==> src/sv/dsdc_pkg.sv <==
// Shared types, constants and the 32-bit CRC byte update for the sector deframe checker.
// Used by every module of the block; has no dependencies of its own.
package dsdc_pkg;

  localparam int ADDR_BYTES    = 9;
  localparam int DATA_BYTES    = 517;
  localparam int TOTAL_BYTES   = ADDR_BYTES + DATA_BYTES;
  localparam int PAYLOAD_BYTES = DATA_BYTES - 5;
  localparam int POS_W         = $clog2(TOTAL_BYTES + 1);

  localparam logic [POS_W-1:0] POS_ADDR_LAST  = POS_W'(ADDR_BYTES - 1);
  localparam logic [POS_W-1:0] POS_DATA_FIRST = POS_W'(ADDR_BYTES);
  localparam logic [POS_W-1:0] POS_PAY_FIRST  = POS_W'(ADDR_BYTES + 1);
  localparam logic [POS_W-1:0] POS_PAY_LAST   = POS_W'(ADDR_BYTES + PAYLOAD_BYTES);
  localparam logic [POS_W-1:0] POS_LAST       = POS_W'(TOTAL_BYTES - 1);
  localparam logic [POS_W-1:0] POS_TOTAL      = POS_W'(TOTAL_BYTES);
  localparam logic [POS_W-1:0] POS_CYL_HI     = POS_W'(1);
  localparam logic [POS_W-1:0] POS_CYL_LO     = POS_W'(2);
  localparam logic [POS_W-1:0] POS_HEAD       = POS_W'(3);
  localparam logic [POS_W-1:0] POS_SECTOR     = POS_W'(4);

  localparam logic [31:0] CRC_POLY = 32'h4104_4185;

  localparam int XQ_DEPTH = 4;
  localparam int XQ_AW    = $clog2(XQ_DEPTH);
  localparam int XQ_CW    = $clog2(XQ_DEPTH + 1);

  localparam int CFG_IDX_W = 2;
  localparam logic [CFG_IDX_W-1:0] REG_HEADS_PER_CYL = 2'd0;
  localparam logic [CFG_IDX_W-1:0] REG_SECTORS_PER_TRK = 2'd1;

  typedef enum logic [1:0] {
    ST_OK       = 2'd0,
    ST_BAD_HDR  = 2'd1,
    ST_LOC_MISS = 2'd2,
    ST_BAD_DATA = 2'd3
  } status_t;

  typedef struct packed {
    logic [7:0] heads_per_cylinder;
    logic [7:0] sectors_per_track;
  } cfg_regs_t;

  typedef struct packed {
    logic       is_status;
    logic [7:0] data_byte;
    status_t    status;
    logic [15:0] cylinder;
    logic [7:0] head;
    logic [7:0] sector;
  } xq_entry_t;

  typedef struct packed {
    logic        is_status;
    logic [7:0]  out_byte;
    status_t     status;
    logic [31:0] lba;
  } result_t;

  function automatic logic [31:0] dsdc_crc_feed(input logic [31:0] crc, input logic [7:0] b);
    logic [31:0] c;
    c = crc ^ {b, 24'd0};
    for (int i = 0; i < 8; i++) begin
      c = c[31] ? ({c[30:0], 1'b0} ^ CRC_POLY) : {c[30:0], 1'b0};
    end
    return c;
  endfunction

endpackage

==> src/sv/dsdc_front.sv <==
// Front end: tracks the byte position, runs the CRC and captures the address area.
// Classifies each byte and pushes data and status work into the transfer queue. Uses dsdc_pkg.
module dsdc_front (
  input  logic                 clk,
  input  logic                 rst_n,
  input  logic                 in_push,
  input  logic                 in_sector_start,
  input  logic [7:0]           in_raw_byte,
  input  logic [15:0]          in_expected_cylinder,
  input  logic [7:0]           in_expected_head,
  input  logic                 q_full,
  output logic                 q_push,
  output dsdc_pkg::xq_entry_t  q_entry
);
  import dsdc_pkg::*;

  logic [POS_W-1:0] pos_r;
  logic [31:0]      crc_r;
  status_t          verdict_r;
  logic [15:0]      hdr_cyl_r;
  logic [7:0]       hdr_head_r;
  logic [7:0]       hdr_sector_r;
  logic [15:0]      want_cyl_r;
  logic [7:0]       want_head_r;

  logic [POS_W-1:0] pos;
  logic [31:0]      crc_base;
  logic [31:0]      crc_new;
  logic             accept;
  logic             live;
  logic             is_data;
  logic             is_last;
  status_t          final_status;

  always_comb begin
    accept       = in_push & ~q_full;
    pos          = in_sector_start ? '0 : pos_r;
    live         = pos < POS_TOTAL;
    crc_base     = (pos == '0) ? 32'd0 : crc_r;
    crc_new      = dsdc_crc_feed(crc_base, in_raw_byte);
    is_data      = (pos >= POS_PAY_FIRST) && (pos <= POS_PAY_LAST);
    is_last      = (pos == POS_LAST);
    if (verdict_r != ST_OK) begin
      final_status = verdict_r;
    end else if (crc_new != 32'd0) begin
      final_status = ST_BAD_DATA;
    end else begin
      final_status = ST_OK;
    end
    q_push              = accept && live && (is_data || is_last);
    q_entry.is_status   = is_last;
    q_entry.data_byte   = is_data ? in_raw_byte : 8'd0;
    q_entry.status      = is_last ? final_status : ST_OK;
    q_entry.cylinder    = hdr_cyl_r;
    q_entry.head        = hdr_head_r;
    q_entry.sector      = hdr_sector_r;
  end

  always_ff @(posedge clk) begin
    if (!rst_n) begin
      pos_r        <= '0;
      crc_r        <= '0;
      verdict_r    <= ST_OK;
      hdr_cyl_r    <= '0;
      hdr_head_r   <= '0;
      hdr_sector_r <= '0;
      want_cyl_r   <= '0;
      want_head_r  <= '0;
    end else if (accept && live) begin
      pos_r <= pos + POS_W'(1);
      crc_r <= (pos == POS_ADDR_LAST) ? 32'd0 : crc_new;
      if (pos == '0) begin
        want_cyl_r  <= in_expected_cylinder;
        want_head_r <= in_expected_head;
        verdict_r   <= ST_OK;
      end
      if (pos == POS_CYL_HI) begin
        hdr_cyl_r[15:8] <= in_raw_byte;
      end
      if (pos == POS_CYL_LO) begin
        hdr_cyl_r[7:0] <= in_raw_byte;
      end
      if (pos == POS_HEAD) begin
        hdr_head_r <= in_raw_byte;
      end
      if (pos == POS_SECTOR) begin
        hdr_sector_r <= in_raw_byte;
      end
      if (pos == POS_ADDR_LAST) begin
        if (crc_new != 32'd0) begin
          verdict_r <= ST_BAD_HDR;
        end else if ((hdr_cyl_r != want_cyl_r) || (hdr_head_r != want_head_r)) begin
          verdict_r <= ST_LOC_MISS;
        end else begin
          verdict_r <= ST_OK;
        end
      end
    end
  end

endmodule

==> src/sv/dsdc_xfer_q.sv <==
// Short queue that decouples the front end from the back end.
// Holds transfer entries of type dsdc_pkg::xq_entry_t. Uses dsdc_pkg.
module dsdc_xfer_q (
  input  logic                 clk,
  input  logic                 rst_n,
  input  logic                 push,
  input  dsdc_pkg::xq_entry_t  push_entry,
  output logic                 full,
  input  logic                 pop,
  output dsdc_pkg::xq_entry_t  head_entry,
  output logic                 empty
);
  import dsdc_pkg::*;

  xq_entry_t        mem [XQ_DEPTH];
  logic [XQ_AW-1:0] wp_r;
  logic [XQ_AW-1:0] rp_r;
  logic [XQ_CW-1:0] cnt_r;

  assign full       = (cnt_r == XQ_CW'(XQ_DEPTH));
  assign empty      = (cnt_r == '0);
  assign head_entry = mem[rp_r];

  always_ff @(posedge clk) begin
    if (push) begin
      mem[wp_r] <= push_entry;
    end
  end

  always_ff @(posedge clk) begin
    if (!rst_n) begin
      wp_r  <= '0;
      rp_r  <= '0;
      cnt_r <= '0;
    end else begin
      if (push) begin
        wp_r <= wp_r + XQ_AW'(1);
      end
      if (pop) begin
        rp_r <= rp_r + XQ_AW'(1);
      end
      if (push && !pop) begin
        cnt_r <= cnt_r + XQ_CW'(1);
      end else if (pop && !push) begin
        cnt_r <= cnt_r - XQ_CW'(1);
      end
    end
  end

`ifndef SYNTH
  a_no_push_full: assert property (@(posedge clk) disable iff (!rst_n) !(push && full))
    else $error("transfer queue written while full");
  a_no_pop_empty: assert property (@(posedge clk) disable iff (!rst_n) !(pop && empty))
    else $error("transfer queue read while empty");
  a_cnt_up: assert property (@(posedge clk) disable iff (!rst_n)
    (push && !pop) |=> (cnt_r == $past(cnt_r) + XQ_CW'(1)))
    else $error("transfer queue count did not advance");
`endif

endmodule

==> src/sv/dsdc_back.sv <==
// Back end: turns queue entries into result transactions and computes the LBA. Uses dsdc_pkg.
// The LBA passes states B_MUL1, B_MUL2 and B_SUM; results wait in a two-entry output queue.
module dsdc_back (
  input  logic                 clk,
  input  logic                 rst_n,
  input  dsdc_pkg::cfg_regs_t  cfg,
  input  logic                 q_empty,
  input  dsdc_pkg::xq_entry_t  q_entry,
  output logic                 q_pop,
  output logic                 out_empty,
  input  logic                 out_pop,
  output logic                 out_is_status,
  output logic [7:0]           out_byte,
  output logic [1:0]           out_status,
  output logic [31:0]          out_lba
);
  import dsdc_pkg::*;

  typedef enum logic [1:0] {
    B_RUN,
    B_MUL1,
    B_MUL2,
    B_SUM
  } bstate_t;

  bstate_t     state_r;
  logic [15:0] cyl_r;
  logic [7:0]  head_r;
  logic [7:0]  sector_r;
  logic [15:0] hs_r;
  logic [15:0] hq_r;
  logic [31:0] prod_r;

  result_t     of_mem [2];
  logic        of_wp_r;
  logic        of_rp_r;
  logic [1:0]  of_cnt_r;

  logic        of_push;
  result_t     of_data;
  logic        of_pop;
  logic [31:0] lba_sum;

  always_comb begin
    q_pop   = (state_r == B_RUN) && !q_empty && (of_cnt_r != 2'd2);
    lba_sum = prod_r + {16'd0, hq_r} + {24'd0, sector_r} - 32'd1;
    of_push = 1'b0;
    of_data = '0;
    if (q_pop) begin
      if (!q_entry.is_status) begin
        of_push           = 1'b1;
        of_data.out_byte  = q_entry.data_byte;
      end else if (q_entry.status != ST_OK) begin
        of_push           = 1'b1;
        of_data.is_status = 1'b1;
        of_data.status    = q_entry.status;
      end
    end else if (state_r == B_SUM) begin
      of_push           = 1'b1;
      of_data.is_status = 1'b1;
      of_data.status    = ST_OK;
      of_data.lba       = lba_sum;
    end
    of_pop        = out_pop && (of_cnt_r != 2'd0);
    out_empty     = (of_cnt_r == 2'd0);
    out_is_status = of_mem[of_rp_r].is_status;
    out_byte      = of_mem[of_rp_r].out_byte;
    out_status    = of_mem[of_rp_r].status;
    out_lba       = of_mem[of_rp_r].lba;
  end

  always_ff @(posedge clk) begin
    if (of_push) begin
      of_mem[of_wp_r] <= of_data;
    end
  end

  always_ff @(posedge clk) begin
    if (!rst_n) begin
      state_r  <= B_RUN;
      of_wp_r  <= 1'b0;
      of_rp_r  <= 1'b0;
      of_cnt_r <= 2'd0;
    end else begin
      case (state_r)
        B_RUN: begin
          if (q_pop && q_entry.is_status && (q_entry.status == ST_OK)) begin
            cyl_r    <= q_entry.cylinder;
            head_r   <= q_entry.head;
            sector_r <= q_entry.sector;
            state_r  <= B_MUL1;
          end
        end
        B_MUL1: begin
          hs_r    <= 16'(cfg.heads_per_cylinder) * 16'(cfg.sectors_per_track);
          hq_r    <= 16'(head_r) * 16'(cfg.sectors_per_track);
          state_r <= B_MUL2;
        end
        B_MUL2: begin
          prod_r  <= 32'(cyl_r) * 32'(hs_r);
          state_r <= B_SUM;
        end
        B_SUM: begin
          state_r <= B_RUN;
        end
        default: begin
          state_r <= B_RUN;
        end
      endcase
      if (of_push) begin
        of_wp_r <= ~of_wp_r;
      end
      if (of_pop) begin
        of_rp_r <= ~of_rp_r;
      end
      if (of_push && !of_pop) begin
        of_cnt_r <= of_cnt_r + 2'd1;
      end else if (of_pop && !of_push) begin
        of_cnt_r <= of_cnt_r - 2'd1;
      end
    end
  end

`ifndef SYNTH
  a_of_bound: assert property (@(posedge clk) disable iff (!rst_n) of_cnt_r <= 2'd2)
    else $error("output queue count out of range");
  a_mul_seq: assert property (@(posedge clk) disable iff (!rst_n)
    (state_r == B_MUL1) |=> (state_r == B_MUL2))
    else $error("LBA sequence skipped the second multiply");
  a_sum_room: assert property (@(posedge clk) disable iff (!rst_n)
    (state_r == B_SUM) |-> (of_cnt_r != 2'd2 || of_pop))
    else $error("LBA result pushed into a full output queue");
`endif

endmodule

==> src/sv/disk_sector_deframe_check_unit.sv <==
// Sector deframe checker: an accepted payload byte is stored in the transfer queue and then
// in the output queue; a good status also passes the LBA states B_MUL1, B_MUL2 and B_SUM.
// Throughput one byte per cycle while in_full is low; the LBA multiply is hidden by
// the transfer queue, since a sector's address area yields no results.
// Reset (rst_n low, synchronous) clears position, CRC and both queues, and loads
// 8 heads per cylinder and 32 sectors per track. Uses dsdc_pkg and the dsdc_ modules.
module disk_sector_deframe_check_unit (
  input  logic                               clk,
  input  logic                               rst_n,
  input  logic                               in_push,
  output logic                               in_full,
  input  logic                               in_sector_start,
  input  logic [7:0]                         in_raw_byte,
  input  logic [15:0]                        in_expected_cylinder,
  input  logic [7:0]                         in_expected_head,
  output logic                               out_empty,
  input  logic                               out_pop,
  output logic                               out_is_status,
  output logic [7:0]                         out_byte,
  output logic [1:0]                         out_status,
  output logic [31:0]                        out_lba,
  input  logic                               cfg_valid,
  output logic                               cfg_ready,
  input  logic [dsdc_pkg::CFG_IDX_W-1:0]     cfg_index,
  input  logic [7:0]                         cfg_data
);
  import dsdc_pkg::*;

  cfg_regs_t cfg_r;
  logic      q_push;
  logic      q_pop;
  logic      q_full;
  logic      q_empty;
  xq_entry_t q_in;
  xq_entry_t q_head;

  assign cfg_ready = 1'b1;
  assign in_full   = q_full;

  always_ff @(posedge clk) begin
    if (!rst_n) begin
      cfg_r.heads_per_cylinder <= 8'd8;
      cfg_r.sectors_per_track  <= 8'd32;
    end else if (cfg_valid && cfg_ready) begin
      if (cfg_index == REG_HEADS_PER_CYL) begin
        cfg_r.heads_per_cylinder <= cfg_data;
      end else if (cfg_index == REG_SECTORS_PER_TRK) begin
        cfg_r.sectors_per_track <= cfg_data;
      end
    end
  end

  dsdc_front u_front (
    .clk                  (clk),
    .rst_n                (rst_n),
    .in_push              (in_push),
    .in_sector_start      (in_sector_start),
    .in_raw_byte          (in_raw_byte),
    .in_expected_cylinder (in_expected_cylinder),
    .in_expected_head     (in_expected_head),
    .q_full               (q_full),
    .q_push               (q_push),
    .q_entry              (q_in)
  );

  dsdc_xfer_q u_xfer_q (
    .clk        (clk),
    .rst_n      (rst_n),
    .push       (q_push),
    .push_entry (q_in),
    .full       (q_full),
    .pop        (q_pop),
    .head_entry (q_head),
    .empty      (q_empty)
  );

  dsdc_back u_back (
    .clk           (clk),
    .rst_n         (rst_n),
    .cfg           (cfg_r),
    .q_empty       (q_empty),
    .q_entry       (q_head),
    .q_pop         (q_pop),
    .out_empty     (out_empty),
    .out_pop       (out_pop),
    .out_is_status (out_is_status),
    .out_byte      (out_byte),
    .out_status    (out_status),
    .out_lba       (out_lba)
  );

endmodule
==> config.mk <==
export PLATFORM = sky130hd
export DESIGN_NAME = disk_sector_deframe_check_unit
export DESIGN_NICKNAME = d
export VERILOG_FILES = /design/src/sv/dsdc_pkg.sv /design/src/sv/dsdc_front.sv /design/src/sv/dsdc_xfer_q.sv /design/src/sv/dsdc_back.sv /design/src/sv/disk_sector_deframe_check_unit.sv
export SDC_FILE = /design/constraint.sdc
export NUM_CORES = 2
export LEC_CHECK = 0
export BUFFER_PORTS_ARGS = -buffer_cell sky130_fd_sc_hd__buf_2
export CAP_MARGIN = 20
export CORE_ASPECT_RATIO = 1.25
export CORE_MARGIN = 5
export CORE_UTILIZATION = 50
export CTS_CLUSTER_DIAMETER = 50
export DETAILED_ROUTE_END_ITERATION = 7
export GPL_TIMING_DRIVEN = 0
export MAX_ROUTING_LAYER = met4
export PLACE_DENSITY = 0.73
export SLEW_MARGIN = 20
export SYNTH_ARGS = -nofsm -noshare
export SYNTH_HDL_FRONTEND = slang
export SYNTH_HIERARCHICAL = 1
export SYNTH_SLANG_ARGS = --single-unit
==> constraint.sdc <==
create_clock -name clk -period 7.55 [get_ports clk]
set_input_delay 0.755 -clock clk [delete_from_list [all_inputs] [get_ports clk]]
set_output_delay 0.755 -clock clk [all_outputs]
set_load 0.03 [all_outputs]
Yosys cells after proc, flatten, opt, wreduce, memory -nomap -nowiden
Memories as Yosys holds them, arrays and structs flattened. A register that Yosys moved wholly into a read port is not among the register bits. Index checks and enable logic that the tools add are counted.

Register bits: 225. Bits in latches: 0. RAM bits: 258. Bits in read-only memories: 0. Logic and storage cells: 160. Memories: 2.

Add/subtract/negate cells: 10. Multipliers: 3. Div/mod/pow operators: 0. $lt $le $gt $ge: 3. Eq/ne operators: 15. Shifts and indexed selects: 0. Mux-type cells: 46. Bitwise logic cells: 14. Reduce and logical (&&, ||, !) cells: 43.

Memories: u_xfer_q.mem (depth 4, bits a word 43, read ports 1, clocked after Yosys merged registers in 1, wr ports 1, RTL line dsdc_xfer_q.sv:15) `xq_entry_t mem [XQ_DEPTH];`; u_back.of_mem (depth 2, bits a word 43, read ports 1, clocked after Yosys merged registers in 1, wr ports 1, RTL line dsdc_back.sv:34) `result_t of_mem [2];`.

Operator list (count): two-way mux 31 bit (8); two-way mux 32 bit (4); inverter 8 bit (8); adder 32 x 16 -> 32 bit (1); adder 32 x 8 -> 32 bit (1); multiplier 16 x 16 -> 32 bit (1); multiplier 8 x 8 -> 16 bit (2); nonzero test 32 bit (1); subtractor 32 x 1 -> 32 bit (second input constant) (1); XOR 32 bit (1); two-way mux 2 bit (15); two-way mux 8 bit (3); equality test 10 x 2 -> 1 bit (second input constant) (2); AND reduction 2 bit (9); != test 16 bit (1); logical AND 1 bit (12); two-way mux 1 bit (12); nonzero test 2 bit (6); adder 10 x 1 -> 10 bit (second input constant) (1); equality test 10 x 1 -> 1 bit (second input constant) (1); equality test 10 bit (second input constant) (1); equality test 10 x 3 -> 1 bit (second input constant) (1); equality test 10 x 4 -> 1 bit (second input constant) (1); >= comparator 10 x 4 -> 1 bit (second input constant) (1); other kinds (22) (40).

Longest topological paths before layout
Depth after elaboration: 24. Gate-level depth with buffers: 23.

Modules after synthesis
The synthesis kept the hierarchy.

Modules (own cells, without submodules): dsdc_back (instances 1, cells an instance 2120, area each 21640.8 um^2, seq. area each 5605.4 um^2); dsdc_xfer_q (instances 1, cells an instance 268, area each 6705.2 um^2, seq. area each 5345.1 um^2); dsdc_front (instances 1, cells an instance 752, area each 5934.4 um^2, seq. area each 2001.9 um^2); disk_sector_deframe_check_unit (instances 1, cells an instance 66, area each 646.9 um^2, seq. area each 320.3 um^2).

Worst setup path before layout
OpenSTA, ideal clock, no wires.

Path kind: reg-to-reg. Start point: reg u_back.hs_r[7]. End point: reg u_back.prod_r[31], data pin. Data arrival time: 5.910 ns. Required time: 7.295 ns. Path slack: 1.385 ns. Cell stages (with the launch flop): 21. Path buffers: 1. Period minus slack after synthesis: 6.165 ns. Path through: edfxtp_1 -> clkbuf_1 -> nand2_1 -> fa_1 -> inv_1 -> fa_1 -> inv_1 -> fa_1 -> inv_1 -> fa_1 -> fa_1 -> fa_1 -> ha_1 -> a21o_1 -> o21bai_1 -> a221oi_2 -> a21bo_2 -> a211oi_4 -> a21oi_2 -> or4_1 -> and3_1.

Longest elaborated chain between the ends: 1.

RTL lines: from (decl) (RTL line dsdc_back.sv:30) `logic [15:0] hs_r;`; from (signal assigned) (RTL line dsdc_back.sv:95) `hs_r <= 16'(cfg.heads_per_cylinder) * 16'(cfg.sectors_per_track);`; multiplier 16 x 16 -> 32 bit (RTL line dsdc_back.sv:100) `prod_r <= 32'(cyl_r) * 32'(hs_r);`; to (signal assigned) (RTL line dsdc_back.sv:100); to (decl) (RTL line dsdc_back.sv:32) `logic [31:0] prod_r;`.

No other way between the ends. A chain may end at the register's enable or synchronous reset.

Worst setup path in the final report
Start point: reg u_back.cyl_r[10]. End point: reg u_back.prod_r[30], data pin.

Longest elaborated chain between the ends: 1.

RTL lines: from (decl) (RTL line dsdc_back.sv:27) `logic [15:0] cyl_r;`; from (signal assigned) (RTL line dsdc_back.sv:88) `cyl_r <= q_entry.cylinder;`; multiplier 16 x 16 -> 32 bit (RTL line dsdc_back.sv:100).

No other way between the ends.

==> qor.csv <==
metric,value,unit
avgSynthCellArea,10.9,um^2
syn_nets,3791,
skew,35.5,ps
h-tree-depth,2,
final_area,0.0386,mm^2
finalCriticalPeriod,7140,ps
dr.pass1.iters,5,
cts_tree,yes,
drv_slew,0,
synthTopCellsByArea,"edfxtp_1, fa_1, ha_1, dfxtp_1, inv_1",
hold_viol_final,0,
fmax,0.140,GHz
start_kind,register,
cp_slowest_stage_delay,590,ps
placementRows,108,
final_nets,3944,
timing_worst_slew_pin_value,1090,ps
yosys.area.top_type_share,30.4,%
die_area,0.0753,mm^2
critPathBufInv,4,
end_kind,register,
powerDensity,348,mW/mm^2
drive_gt1_share,10.2,%
hold_path_startpoint,cfg_data[5],
critical_path.cell_chain,clkbuf_1 -> nand2_1 -> fa_1 -> fa_1 -> fa_1 -> fa_1 -> inv_1 -> fa_1 -> inv_1 -> fa_1 -> inv_1 -> ha_1 -> nand3_1 -> nor2_1 -> or3_1 -> o21bai_1 -> o311ai_2 -> o22ai_1 -> nor3_1 -> or3_1,
grt_pass1_vias,23871,
clockBufferDepth,3,
fp.dieH,305,um
diodes,0,
io_buffer_count,88,
synthToLayoutAreaGrowth,10.5,%
grt_usage,21.7,%
setup_viol,0,
clk_pin_slew,60,ps
cts-root-buf,clkbuf_16,
postCtsHoldBufs,0,
clock_sinks,486,
gp_congestion,0.955,
final_cell_mix,"inv_1, nand2_1, edfxtp_1, fa_1, ha_1",
ys_types,97,
wl_per_cell,18.2,um
min_to,cfg_r[13]$_SDFFE_PN0P_,
post-cts-setup-buffer-count,0,
cts_resized,0,
slew-limit-headroom,27.4,%
hold_depth,3,
final_antenna_net_count,0,
synth_top_flop_cell,edfxtp_1,
startpoint,u_back/cyl_r[10]$_DFFE_PP_,
place_hpwl,61200,um
wirelength,78900,um
crit_required,7880,ps
r2r_end,u_back/prod_r[30]$_DFFE_PP_,
grt_max_degree,44,
critPathKind,register to register,
async_flop_share,0,%
fin_tns_setup,0,ps
reg2reg_depth,20,
hold_path_class,primary input to register,
antenna_found_initial,0,
yosysTopAreaCell,edfxtp_1,
cp_slowest_cell,fa_1,
synth_cells,3206,
routed_via_density,5.43,
synth_seq_cells,486,
critPathArrivalTime,7470,ps
grt_pass1_wl,127000,um
synth_edf_count,354,
worst_path_dominant_cell_family,adder cells,
vdd_drop_max,0.000362,V
synth-seq-area-share,38.0,%
ioPinCount,94,
core,0.0693,mm^2
drv_cap,0,
crit_top_cell,fa_1,
placed_area,0.0367,mm^2
yosysWarnings,6,
worstSkewPairLatency,620,ps
overflow,0,
final_common_cell,inv_1,
drc,0,
vias,23544,
status,completed,
rrSetupSlack,410,ps
fin_crit_sh,94.5,%
drt_iter0_drc,1395,
start_util,50.4,%
synth.cell_area,0.0349,mm^2
cts_buffers,53,
rsz0062_at_grt,false,
crit_fanout,10,
r2r-start,u_back/cyl_r[10]$_DFFE_PP_,
leakage,16.3,nW
die_w,246,um
==> metrics by stage <==
| stage | util (%) | power, W | hold slack (ps) | instances | setup WS (ps) |
|---|---|---|---|---|---|
| after detailed placement | 52.9 | 0.0107 | 463 | 4239 | 442 |
| after CTS | 55.7 | 0.0135 | 374 | 4337 | 418 |
| after global placement | 52.7 | 0.0106 | 454 | 4229 | 464 |
| after floorplan | - | 0.00903 | 448 | 3206 | 1380 |
| after global routing | 55.7 | 0.0145 | 388 | 4337 | 147 |
| final | 55.7 | 0.0134 | 401 | 4337 | 414 |
==> worst reg2reg max path, stage by stage, from the launching register on <==
cell and delay (ps):
edfxtp_1 570, clkbuf_1 510, nand2_1 180, fa_1 540
fa_1 590, fa_1 460, fa_1 550, inv_1 50
fa_1 470, inv_1 50, fa_1 500, inv_1 50
ha_1 300, nand3_1 170, nor2_1 60, or3_1 340
o21bai_1 480, o311ai_2 260, o22ai_1 290, nor3_1 80
or3_1 360
==> kinds of logic after synthesis <==
family | synth area share, %
buf+inv | 6.38
mux | 5.05
xor+xnor | 4.60
compound gates | 7.41
fa+ha+maj | 25.1
other cells | 0.0107
flops | 38.0
simple gates | 13.4
==> synth_stat cells, types with 50 or more instances <==
master,count
inv_1,419
nand2_1,371
edfxtp_1,354
fa_1,275
ha_1,262
and2_1,231
a21oi_1,142
nor2_1,140
dfxtp_1,132
xnor2_1,109
clkbuf_1,102
o21ai_0,62
xor2_1,60
nand3_1,50
==> worst max path at each step <==
stage,to,depth (start not counted),slack (ps)
floorplan,u_back/prod_r[31]$_DFFE_PP_,20,1380
global placement,u_back/prod_r[30]$_DFFE_PP_,20,460
detailed placement,u_back/prod_r[30]$_DFFE_PP_,20,440
CTS,u_back/prod_r[30]$_DFFE_PP_,20,420
global route,u_back/prod_r[30]$_DFFE_PP_,20,150
finish,u_back/prod_r[30]$_DFFE_PP_,20,410
==> report_power, final <==
group	total (W)	internal [W]	switching [W]
Clock	0.00278	0.00169	0.00110
Sequential	0.00361	0.00346	0.000145
Combinational	0.00705	0.00289	0.00416
==> layout make-up <==
type,count,area (um^2)
multi-input cells,2162,19500
clock inverters,36,518
inverters,420,1580
fillers,5794,30700
plain buffers,138,651
flip-flops and latches,486,13300
repair buffers,98,566
clock buffers,62,1390
well taps,935,1170
==> flip-flops by register name, summed over array words and instances, names as in the netlist, 16 cells and up, named ones only <==
register / count
u_front/hdr_cyl_r: 16
u_back/prod_r: 32
u_back/of_mem: 86
cfg_r: 16
u_front/crc_r: 32
u_back/cyl_r: 16
u_back/hq_r: 16
u_front/want_cyl_r: 16
u_xfer_q/mem: 172
u_back/hs_r: 16
==> layer usage <==
metal  vias up  part of all wire, %  wire, um  global-route usage, %
met3       207                  4.9      3890                   2.40
met1     11594                   39     30400                   25.8
met5         -                    0         0                      -
li1      11058                    -         -                      -
met2       685                   52     41300                   38.3
met4         0                  4.1      3270                   7.89
(Power assumes the default switching activity.)
